--- src/sv/vwcp_pkg.sv ---
// ----------------------------------------------------------------------------
// Six-bit character packer package
// Shared constants, command/status types and the symbol encoding helpers.
// ----------------------------------------------------------------------------
package vwcp_pkg;

   localparam int unsigned CodeW  = 31;
   localparam int unsigned WidthW = 5;
   localparam int unsigned CharW  = 7;
   localparam int unsigned CountW = 5;
   localparam int unsigned SymW   = 6;

   localparam logic [WidthW-1:0] MinWidth   = 5'd8;
   localparam logic [WidthW-1:0] MaxWidth   = 5'd26;
   localparam logic [WidthW-1:0] ResetWidth = 5'd8;
   localparam logic [CountW-1:0] SymBits    = 5'd6;

   localparam logic [CharW-1:0] AsciiZero  = 7'h30;
   localparam logic [CharW-1:0] AsciiUpA   = 7'h41;
   localparam logic [CharW-1:0] AsciiLowA  = 7'h61;
   localparam logic [CharW-1:0] AsciiDash  = 7'h2D;
   localparam logic [CharW-1:0] AsciiUnder = 7'h5F;
   localparam logic [CharW-1:0] ErrorChar  = 7'h00;

   // Commands from the controller to the datapath.
   typedef struct packed {
      logic load;    // take the input word into the working state
      logic emit;    // move the next character into the output register
      logic finish;  // close the item, clearing the stream on a final word
   } ctrl_cmd_type;

   // Status from the datapath to the controller.
   typedef struct packed {
      logic has_char;  // at least one character of this item is still owed
      logic out_free;  // output register can take a character this cycle
   } dp_status_type;

   function automatic logic [WidthW-1:0] sat_width(input logic [WidthW-1:0] w);
      logic [WidthW-1:0] r;
      r = w;
      if (w < MinWidth) r = MinWidth;
      if (w > MaxWidth) r = MaxWidth;
      return r;
   endfunction

   function automatic logic [CharW-1:0] sym_to_ascii(input logic [SymW-1:0] v);
      logic [CharW-1:0] r;
      case (v) inside
         [6'd0:6'd9]:   r = AsciiZero + CharW'(v);
         [6'd10:6'd35]: r = AsciiUpA + CharW'(v) - 7'd10;
         [6'd36:6'd61]: r = AsciiLowA + CharW'(v) - 7'd36;
         6'd62:         r = AsciiDash;
         default:       r = AsciiUnder;
      endcase
      return r;
   endfunction

endpackage

--- src/sv/vwcp_ctrl.sv ---
// ----------------------------------------------------------------------------
// Six-bit character packer controller
// Takes one input word at a time and steps the datapath through its characters.
// ----------------------------------------------------------------------------
module vwcp_ctrl
   import vwcp_pkg::*;
(
   input  logic          clock,
   input  logic          reset,
   input  logic          req_valid,
   output logic          req_ready,
   input  dp_status_type status,
   output ctrl_cmd_type  cmd
);

   localparam logic ST_IDLE = 1'b0;
   localparam logic ST_RUN  = 1'b1;

   logic state_ff;
   logic state_in;

   always_comb begin
      state_in   = state_ff;
      req_ready  = 1'b0;
      cmd        = '0;
      case (state_ff)
         ST_IDLE: begin
            req_ready = 1'b1;
            if (req_valid) begin
               cmd.load = 1'b1;
               state_in = ST_RUN;
            end
         end
         ST_RUN: begin
            if (!status.has_char) begin
               cmd.finish = 1'b1;
               state_in   = ST_IDLE;
            end else if (status.out_free) begin
               cmd.emit = 1'b1;
            end
         end
         default: begin
            state_in = ST_IDLE;
         end
      endcase
   end

   always_ff @(posedge clock) begin
      if (reset) begin
         state_ff <= ST_IDLE;
      end else begin
         state_ff <= state_in;
      end
   end

endmodule

--- src/sv/vwcp_datapath.sv ---
// ----------------------------------------------------------------------------
// Six-bit character packer datapath
// Bit accumulator, width register, character selection and output register.
// ----------------------------------------------------------------------------
module vwcp_datapath
   import vwcp_pkg::*;
(
   input  logic                clock,
   input  logic                reset,
   input  logic                csr_write_enable,
   input  logic [WidthW-1:0]   csr_write_data,
   input  logic [CodeW-1:0]    req_code_value,
   input  logic                req_final_req,
   input  ctrl_cmd_type        cmd,
   output dp_status_type       status,
   output logic                rsp_valid,
   input  logic                rsp_ready,
   output logic [CharW-1:0]    rsp_character,
   output logic                rsp_error,
   output logic                rsp_last
);

   logic [WidthW-1:0] width_ff, width_in;
   logic [CodeW-1:0]  acc_ff, acc_in;
   logic [CountW-1:0] cnt_ff, cnt_in;
   logic              hdr_sent_ff, hdr_sent_in;
   logic              hdr_pend_ff, hdr_pend_in;
   logic              fin_pend_ff, fin_pend_in;
   logic              err_pend_ff, err_pend_in;
   logic              valid_ff, valid_in;
   logic [CharW-1:0]  char_ff, char_in;
   logic              err_ff, err_in;
   logic              last_ff, last_in;

   logic [WidthW-1:0] eff_w;
   logic              code_nz;
   logic              code_err;
   logic              full_sym;
   logic              flush_sym;
   logic [CountW-1:0] cnt_less;
   logic              more_after_sym;

   assign eff_w     = sat_width(width_ff);
   assign code_nz   = (req_code_value != '0);
   assign code_err  = ((req_code_value >> eff_w) != '0);
   assign full_sym  = (cnt_ff >= SymBits);
   assign flush_sym = fin_pend_ff && (cnt_ff != '0);
   assign cnt_less  = cnt_ff - SymBits;
   // After a full symbol, is anything left to send for this word?
   assign more_after_sym = (cnt_less >= SymBits) || (fin_pend_ff && (cnt_less != '0));

   assign status.has_char = err_pend_ff || hdr_pend_ff || full_sym || flush_sym;
   assign status.out_free = !valid_ff || rsp_ready;

   always_comb begin
      width_in    = width_ff;
      acc_in      = acc_ff;
      cnt_in      = cnt_ff;
      hdr_sent_in = hdr_sent_ff;
      hdr_pend_in = hdr_pend_ff;
      fin_pend_in = fin_pend_ff;
      err_pend_in = err_pend_ff;
      valid_in    = valid_ff;
      char_in     = char_ff;
      err_in      = err_ff;
      last_in     = last_ff;

      if (csr_write_enable) begin
         width_in = csr_write_data;
      end

      if (valid_ff && rsp_ready) begin
         valid_in = 1'b0;
      end

      if (cmd.load) begin
         if (code_err) begin
            // A rejected word leaves the stream untouched.
            err_pend_in = 1'b1;
            fin_pend_in = 1'b0;
            hdr_pend_in = 1'b0;
         end else begin
            err_pend_in = 1'b0;
            fin_pend_in = req_final_req;
            hdr_pend_in = !hdr_sent_ff && (code_nz || req_final_req);
            hdr_sent_in = hdr_sent_ff || code_nz || req_final_req;
            if (code_nz) begin
               acc_in = acc_ff | (req_code_value << cnt_ff);
               cnt_in = cnt_ff + CountW'(eff_w);
            end
         end
      end

      if (cmd.emit) begin
         valid_in = 1'b1;
         err_in   = 1'b0;
         if (err_pend_ff) begin
            err_pend_in = 1'b0;
            char_in     = ErrorChar;
            err_in      = 1'b1;
            last_in     = 1'b1;
         end else if (hdr_pend_ff) begin
            hdr_pend_in = 1'b0;
            char_in     = sym_to_ascii(SymW'(eff_w));
            last_in     = !(full_sym || flush_sym);
         end else if (full_sym) begin
            char_in = sym_to_ascii(acc_ff[SymW-1:0]);
            acc_in  = acc_ff >> SymW;
            cnt_in  = cnt_less;
            last_in = !more_after_sym;
         end else begin
            char_in = sym_to_ascii(acc_ff[SymW-1:0]);
            acc_in  = '0;
            cnt_in  = '0;
            last_in = 1'b1;
         end
      end

      if (cmd.finish && fin_pend_ff) begin
         acc_in      = '0;
         cnt_in      = '0;
         hdr_sent_in = 1'b0;
         fin_pend_in = 1'b0;
      end
   end

   always_ff @(posedge clock) begin
      if (reset) begin
         width_ff    <= ResetWidth;
         acc_ff      <= '0;
         cnt_ff      <= '0;
         hdr_sent_ff <= 1'b0;
         hdr_pend_ff <= 1'b0;
         fin_pend_ff <= 1'b0;
         err_pend_ff <= 1'b0;
         valid_ff    <= 1'b0;
      end else begin
         width_ff    <= width_in;
         acc_ff      <= acc_in;
         cnt_ff      <= cnt_in;
         hdr_sent_ff <= hdr_sent_in;
         hdr_pend_ff <= hdr_pend_in;
         fin_pend_ff <= fin_pend_in;
         err_pend_ff <= err_pend_in;
         valid_ff    <= valid_in;
      end
      char_ff <= char_in;
      err_ff  <= err_in;
      last_ff <= last_in;
   end

   assign rsp_valid     = valid_ff;
   assign rsp_character = char_ff;
   assign rsp_error     = err_ff;
   assign rsp_last      = last_ff;

endmodule

--- src/sv/variable_width_six_bit_char_packer_core.sv ---
// ----------------------------------------------------------------------------
// Variable width six-bit character packer
// Packs codes of a programmable width into text characters, LSB first.
// ----------------------------------------------------------------------------
// One input word at a time is taken. Each word turns into zero to seven
// output characters (header, packed symbols, final flush), and the block
// sends at most one character per cycle, fewer while the output stalls.
// The next word is taken only once every character of the last one has
// moved into the output register. The output register lets a finished
// character wait while the next is built.
// ----------------------------------------------------------------------------
module variable_width_six_bit_char_packer_core
   import vwcp_pkg::*;
(
   input  logic              clock,
   input  logic              reset,
   input  logic              csr_write_enable,
   input  logic [WidthW-1:0] csr_write_data,
   input  logic              req_valid,
   output logic              req_ready,
   input  logic [CodeW-1:0]  req_code_value,
   input  logic              req_final_req,
   output logic              rsp_valid,
   input  logic              rsp_ready,
   output logic [CharW-1:0]  rsp_character,
   output logic              rsp_error,
   output logic              rsp_last
);

   ctrl_cmd_type  cmd;
   dp_status_type status;

   vwcp_ctrl u_ctrl (
      .clock     (clock),
      .reset     (reset),
      .req_valid (req_valid),
      .req_ready (req_ready),
      .status    (status),
      .cmd       (cmd)
   );

   vwcp_datapath u_datapath (
      .clock            (clock),
      .reset            (reset),
      .csr_write_enable (csr_write_enable),
      .csr_write_data   (csr_write_data),
      .req_code_value   (req_code_value),
      .req_final_req    (req_final_req),
      .cmd              (cmd),
      .status           (status),
      .rsp_valid        (rsp_valid),
      .rsp_ready        (rsp_ready),
      .rsp_character    (rsp_character),
      .rsp_error        (rsp_error),
      .rsp_last         (rsp_last)
   );

   // An error word always yields a single, closing, NUL (zero) character.
   assert property (@(posedge clock) disable iff (reset)
      (rsp_valid && rsp_error) |-> (rsp_last && (rsp_character == ErrorChar)))
      else $error("error word without last or with a nonzero character");

   // Only one word is in work at a time.
   assert property (@(posedge clock) disable iff (reset)
      (req_valid && req_ready) |=> !req_ready)
      else $error("input taken again while a word is in work");

   // Characters are only produced while a word is in work.
   assert property (@(posedge clock) disable iff (reset)
      cmd.emit |-> (!req_ready && status.has_char))
      else $error("character emitted with no word in work");

endmodule

--- config.mk ---
export PLATFORM = sky130hd
export DESIGN_NAME = variable_width_six_bit_char_packer_core
export DESIGN_NICKNAME = d
export VERILOG_FILES = /design/src/sv/vwcp_pkg.sv /design/src/sv/vwcp_ctrl.sv /design/src/sv/vwcp_datapath.sv /design/src/sv/variable_width_six_bit_char_packer_core.sv
export SDC_FILE = /design/constraint.sdc
export NUM_CORES = 1
export LEC_CHECK = 0
export ABC_CLOCK_PERIOD_IN_PS = 3500
export BUFFER_PORTS_ARGS = -buffer_cell sky130_fd_sc_hd__buf_2
export CAP_MARGIN = 5
export CORE_MARGIN = 3
export CORE_UTILIZATION = 46
export DETAILED_ROUTE_END_ITERATION = 8
export GPL_ROUTABILITY_DRIVEN = 0
export GPL_TIMING_DRIVEN = 0
export MAX_ROUTING_LAYER = met4
export PLACE_DENSITY = 0.73
export SLEW_MARGIN = 40
export SYNTH_ARGS = -nofsm -noshare
export SYNTH_HDL_FRONTEND = slang
export SYNTH_SLANG_ARGS = --single-unit
export TNS_END_PERCENT = 10
--- constraint.sdc ---
create_clock -name clock -period 3.5 [get_ports clock]
set_input_delay 0.35 -clock clock [delete_from_list [all_inputs] [get_ports clock]]
set_output_delay 0.35 -clock clock [all_outputs]
set_load 0.01 [all_outputs]
==> flow_summary.toml <==
[synthesis]
synth-edff-count = 9
synth_ff_type = "dfxtp_1"
synth.net_count = 816
synth.distinct_cells = 75
netlist_instances = 757
yosys.area.top_type = "dfxtp_1"
syn_avg_cell_area_um2 = 7.49
netlist_top_cells_area = "dfxtp_1, a21oi_1, mux4_2, nor2_1, mux2i_1"
seq_area_frac_synth = 0.214
yosysWarnings = 0
ys_ff_latch = 56
synth.cell_area_um2 = 5670
synth-async-reset-ratio = 0
synth_top_area_share = 0.166

[critical_path]
critPathLaunch = "u_datapath.width_ff[4]"
cp-endpoint = "u_datapath.cnt_ff[4]"
path_class = "reg2reg"
path_max_fanout = 11
critPathLaunchType = "register"
crit_required_ps = 3680
rr_startpoint = "u_datapath.width_ff[4]"
cp-end-kind = "register"
cp.arrival_ps = 3550
regToRegSetupSlack_ps = 130
reg2regPathDepth = 14
reg2reg_to = "u_datapath.cnt_ff[4]"

[global_route]
grt_usage = 0.296
antenna_found_initial = 0
top_usage_layer = "met2"
grt_pass1_vias = 6221
grtUsageMet1 = 0.402
gr-total-overflow = 0
grt_use_met2 = 0.454
use_met3 = 0.0468
grt_max_degree = 17
grt_pass1_wl_um = 31800

[clock_tree]
cts_buffer_depth = 2
cts.sinks = 56
cts_max_level = 2
root_buffer = "clkbuf_16"
path_clk_slew_ps = 70
clock_latency_ps = 300
cts_tree = "built"
hold_buffers = 0
numCtsBuffers = 5

[floorplan]
io_pins = 53
die-width_um = 117
die_y_um = 117
design.die.area_um2 = 13700
coreArea_um2 = 11700
rows = 39
start_util = 0.484

[placement]
hpwl_um = 14900
numPortBuffers = 48
placedCellCount = 950

[power]
p_switching_uw = 652
power_mw = 1.84
power.share.sequential = 0.383
sw_frac_of_total = 0.355
clkPwrFrac = 0.279
vdd.ir_drop.worst_uv = 203
powerDensity_nw_per_um2 = 288
internal_power_mw = 1.18
power.leakage_nw = 2.32
pwr-share-comb = 0.338

[detailed_routing]
wl_um = 19700
drc = 0
drt_iter0_drc = 829
via_per_inst = 6.91
drtPass1Iterations = 8
avgRoutedWirePerCell_um = 20.4
postRouteAntennaNets = 0
via_count = 6667

[timing]
layout_min_cycle_time_ps = 3370
slew_headroom = 0.512
finalMaxSlewViolations = 0
tightestPinTransition_ps = 732
final-hold-violation-count = 0
period_share = 0.963
finalSetupViolCount = 0
fmax_mhz = 297
skew_ps = 3.64
whs_ps = 264
rsz0062_at_grt = "yes"

[final_layout]
num_antenna_cells = 0
drive_gt1_frac = 0.156
nFillCells = 1136
layout.nets = 881
layout-area-overhead-vs-synth_pct = 12.2
layoutNonFillerInstCount = 965

[run_status]
status = "completed"

[job]
maxCapViolations = 0

[hold_path]
hold_path.class = "in2reg"
## worst max-delay path: stages (launching register included)
cell and delay (ps):
dfxtp_1 330, buf_6 150, o21ai_4 290, nand2_2 180, inv_2 140, buf_6 170, a32oi_1 220, o41ai_2 250
nand4_1 140, a2111o_1 520, nor4b_4 230, buf_4 210, buf_6 150, nand4_1 100, o311a_1 160
## worst min-delay path by stage
stage	from	end	slack, ps	cells after the start
after floorplan	u_datapath.hdr_sent_ff	u_datapath.hdr_sent_ff	430	2
after global placement	u_datapath.hdr_sent_ff	u_datapath.hdr_sent_ff	440	2
after detailed placement	u_datapath.acc_ff[29]	u_datapath.acc_ff[29]	460	2
after CTS	csr_write_data[3]	u_datapath.width_ff[3]	260	2
after global routing	csr_write_data[3]	u_datapath.width_ff[3]	270	2
final	csr_write_data[3]	u_datapath.width_ff[3]	260	2
## flip-flops by register name (all words and copies together), names as in the netlist
name                      flops
u_datapath.width_ff           5
u_datapath.rsp_valid          1
u_datapath.cnt_ff             5
u_datapath.rsp_character      7
u_datapath.hdr_sent_ff        1
u_datapath.hdr_pend_ff        1
u_datapath.rsp_error          1
u_datapath.acc_ff            31
u_datapath.err_pend_ff        1
u_datapath.rsp_last           1
u_datapath.fin_pend_ff        1
u_ctrl.state_ff               1
## power groups by stage
stage	clock (mW)	sequential, mW	combinational (mW)
after CTS	0.517	0.702	0.586
final	0.512	0.703	0.620
after detailed placement	0	0.716	0.580
after global placement	0	0.715	0.562
after floorplan	0	0.711	0.397
after global routing	0.546	0.706	0.667
## cell usage in the layout, fill, tap and decap left out, drive strengths merged, types with 8 or more instances in the layout
| cell type | instances |
|---|---|
| o22ai | 8 |
| dfxtp | 47 |
| nand3 | 34 |
| nand2b | 8 |
| nand2 | 66 |
| ha | 16 |
| edfxtp | 9 |
| buf | 76 |
| a32oi | 13 |
| mux4 | 18 |
| a31oi | 10 |
| clkbuf | 51 |
| o21ai | 57 |
| mux2 | 9 |
| nor4 | 10 |
| mux2i | 29 |
| nor2 | 80 |
| inv | 22 |
| nor3 | 17 |
| a21oi | 106 |
| a211oi | 30 |
## cells in the mapped netlist, types with 3 or more instances
cell       instances
nor2b_1            5
a31oi_1           10
a32oi_1           13
buf_1              8
o32ai_1            3
nand3_1           34
inv_1             20
mux2i_1           29
a221oi_1           4
nand2_1           64
a211o_1            5
or3_1              6
o22ai_1            8
a21o_1             4
edfxtp_1           9
o21ai_0           55
xnor2_1            4
a22oi_1            3
and3_1             4
a21oi_1          106
dfxtp_1           47
buf_2              4
a211oi_1          30
mux4_2            18
nor4_1             9
mux2_2             9
buf_6              6
clkbuf_1          43
nand3b_1           7
o31ai_1            3
nor2_1            79
nand2b_1           8
a2111oi_0          4
nor3_1            16
a311oi_1           4
ha_1              16
o21a_1             5
a221o_1            5
nand4_1            7
## metal layers
metal,vias up,part of all wire
li1,3001,-
met4,0,0.027
met3,68,0.12
met2,506,0.45
met5,-,0
met1,3092,0.41
## what timing repair did
| action | CTS | global route |
|---|---|---|
| setup buffers | 2 | 6 |
| setup endpoints to repair | 39 | 38 |
| gates resized for setup | 7 | 15 |
| pin swaps | 2 | 2 |
| endpoints found under the hold margin | 0 | 0 |
## logic make-up (layout without fill, tap and decap cells)
kind of cell,after synthesis,count (layout),synth area share
buffers and inverters,87,152,0.0673
adders and majority gates,17,17,0.0388
xor gates and xnor gates,6,6,0.00927
and+or+nand+nor,254,254,0.216
AOI/OAI and AO/OA,281,281,0.315
DFF,56,56,0.214
muxes,56,56,0.141
## layout make-up
cell class              count  area (um2)  share of cell area
plain buffers              63         300              0.0472
clock buffers               6         139              0.0218
clock inverters             1        8.76             0.00138
inverters                  24        93.8              0.0147
multi-input cells         614        4120               0.648
flip-flops and latches     56        1210               0.191
well taps                 143         179              0.0281
repair buffers             58         308              0.0484
## per-stage QoR
step	instance area, um2	util	setup WS [ps]	TNS (ps)
detailed placement	6100	0.521	-317	-7570
global placement	6090	0.520	-213	-3700
global route	6360	0.543	-13.0	-29.4
floorplan	5670	-	382	0
CTS	6290	0.537	10.4	0
finish	6360	0.543	130	0
Note: power is estimated with default switching activity, not from simulation.
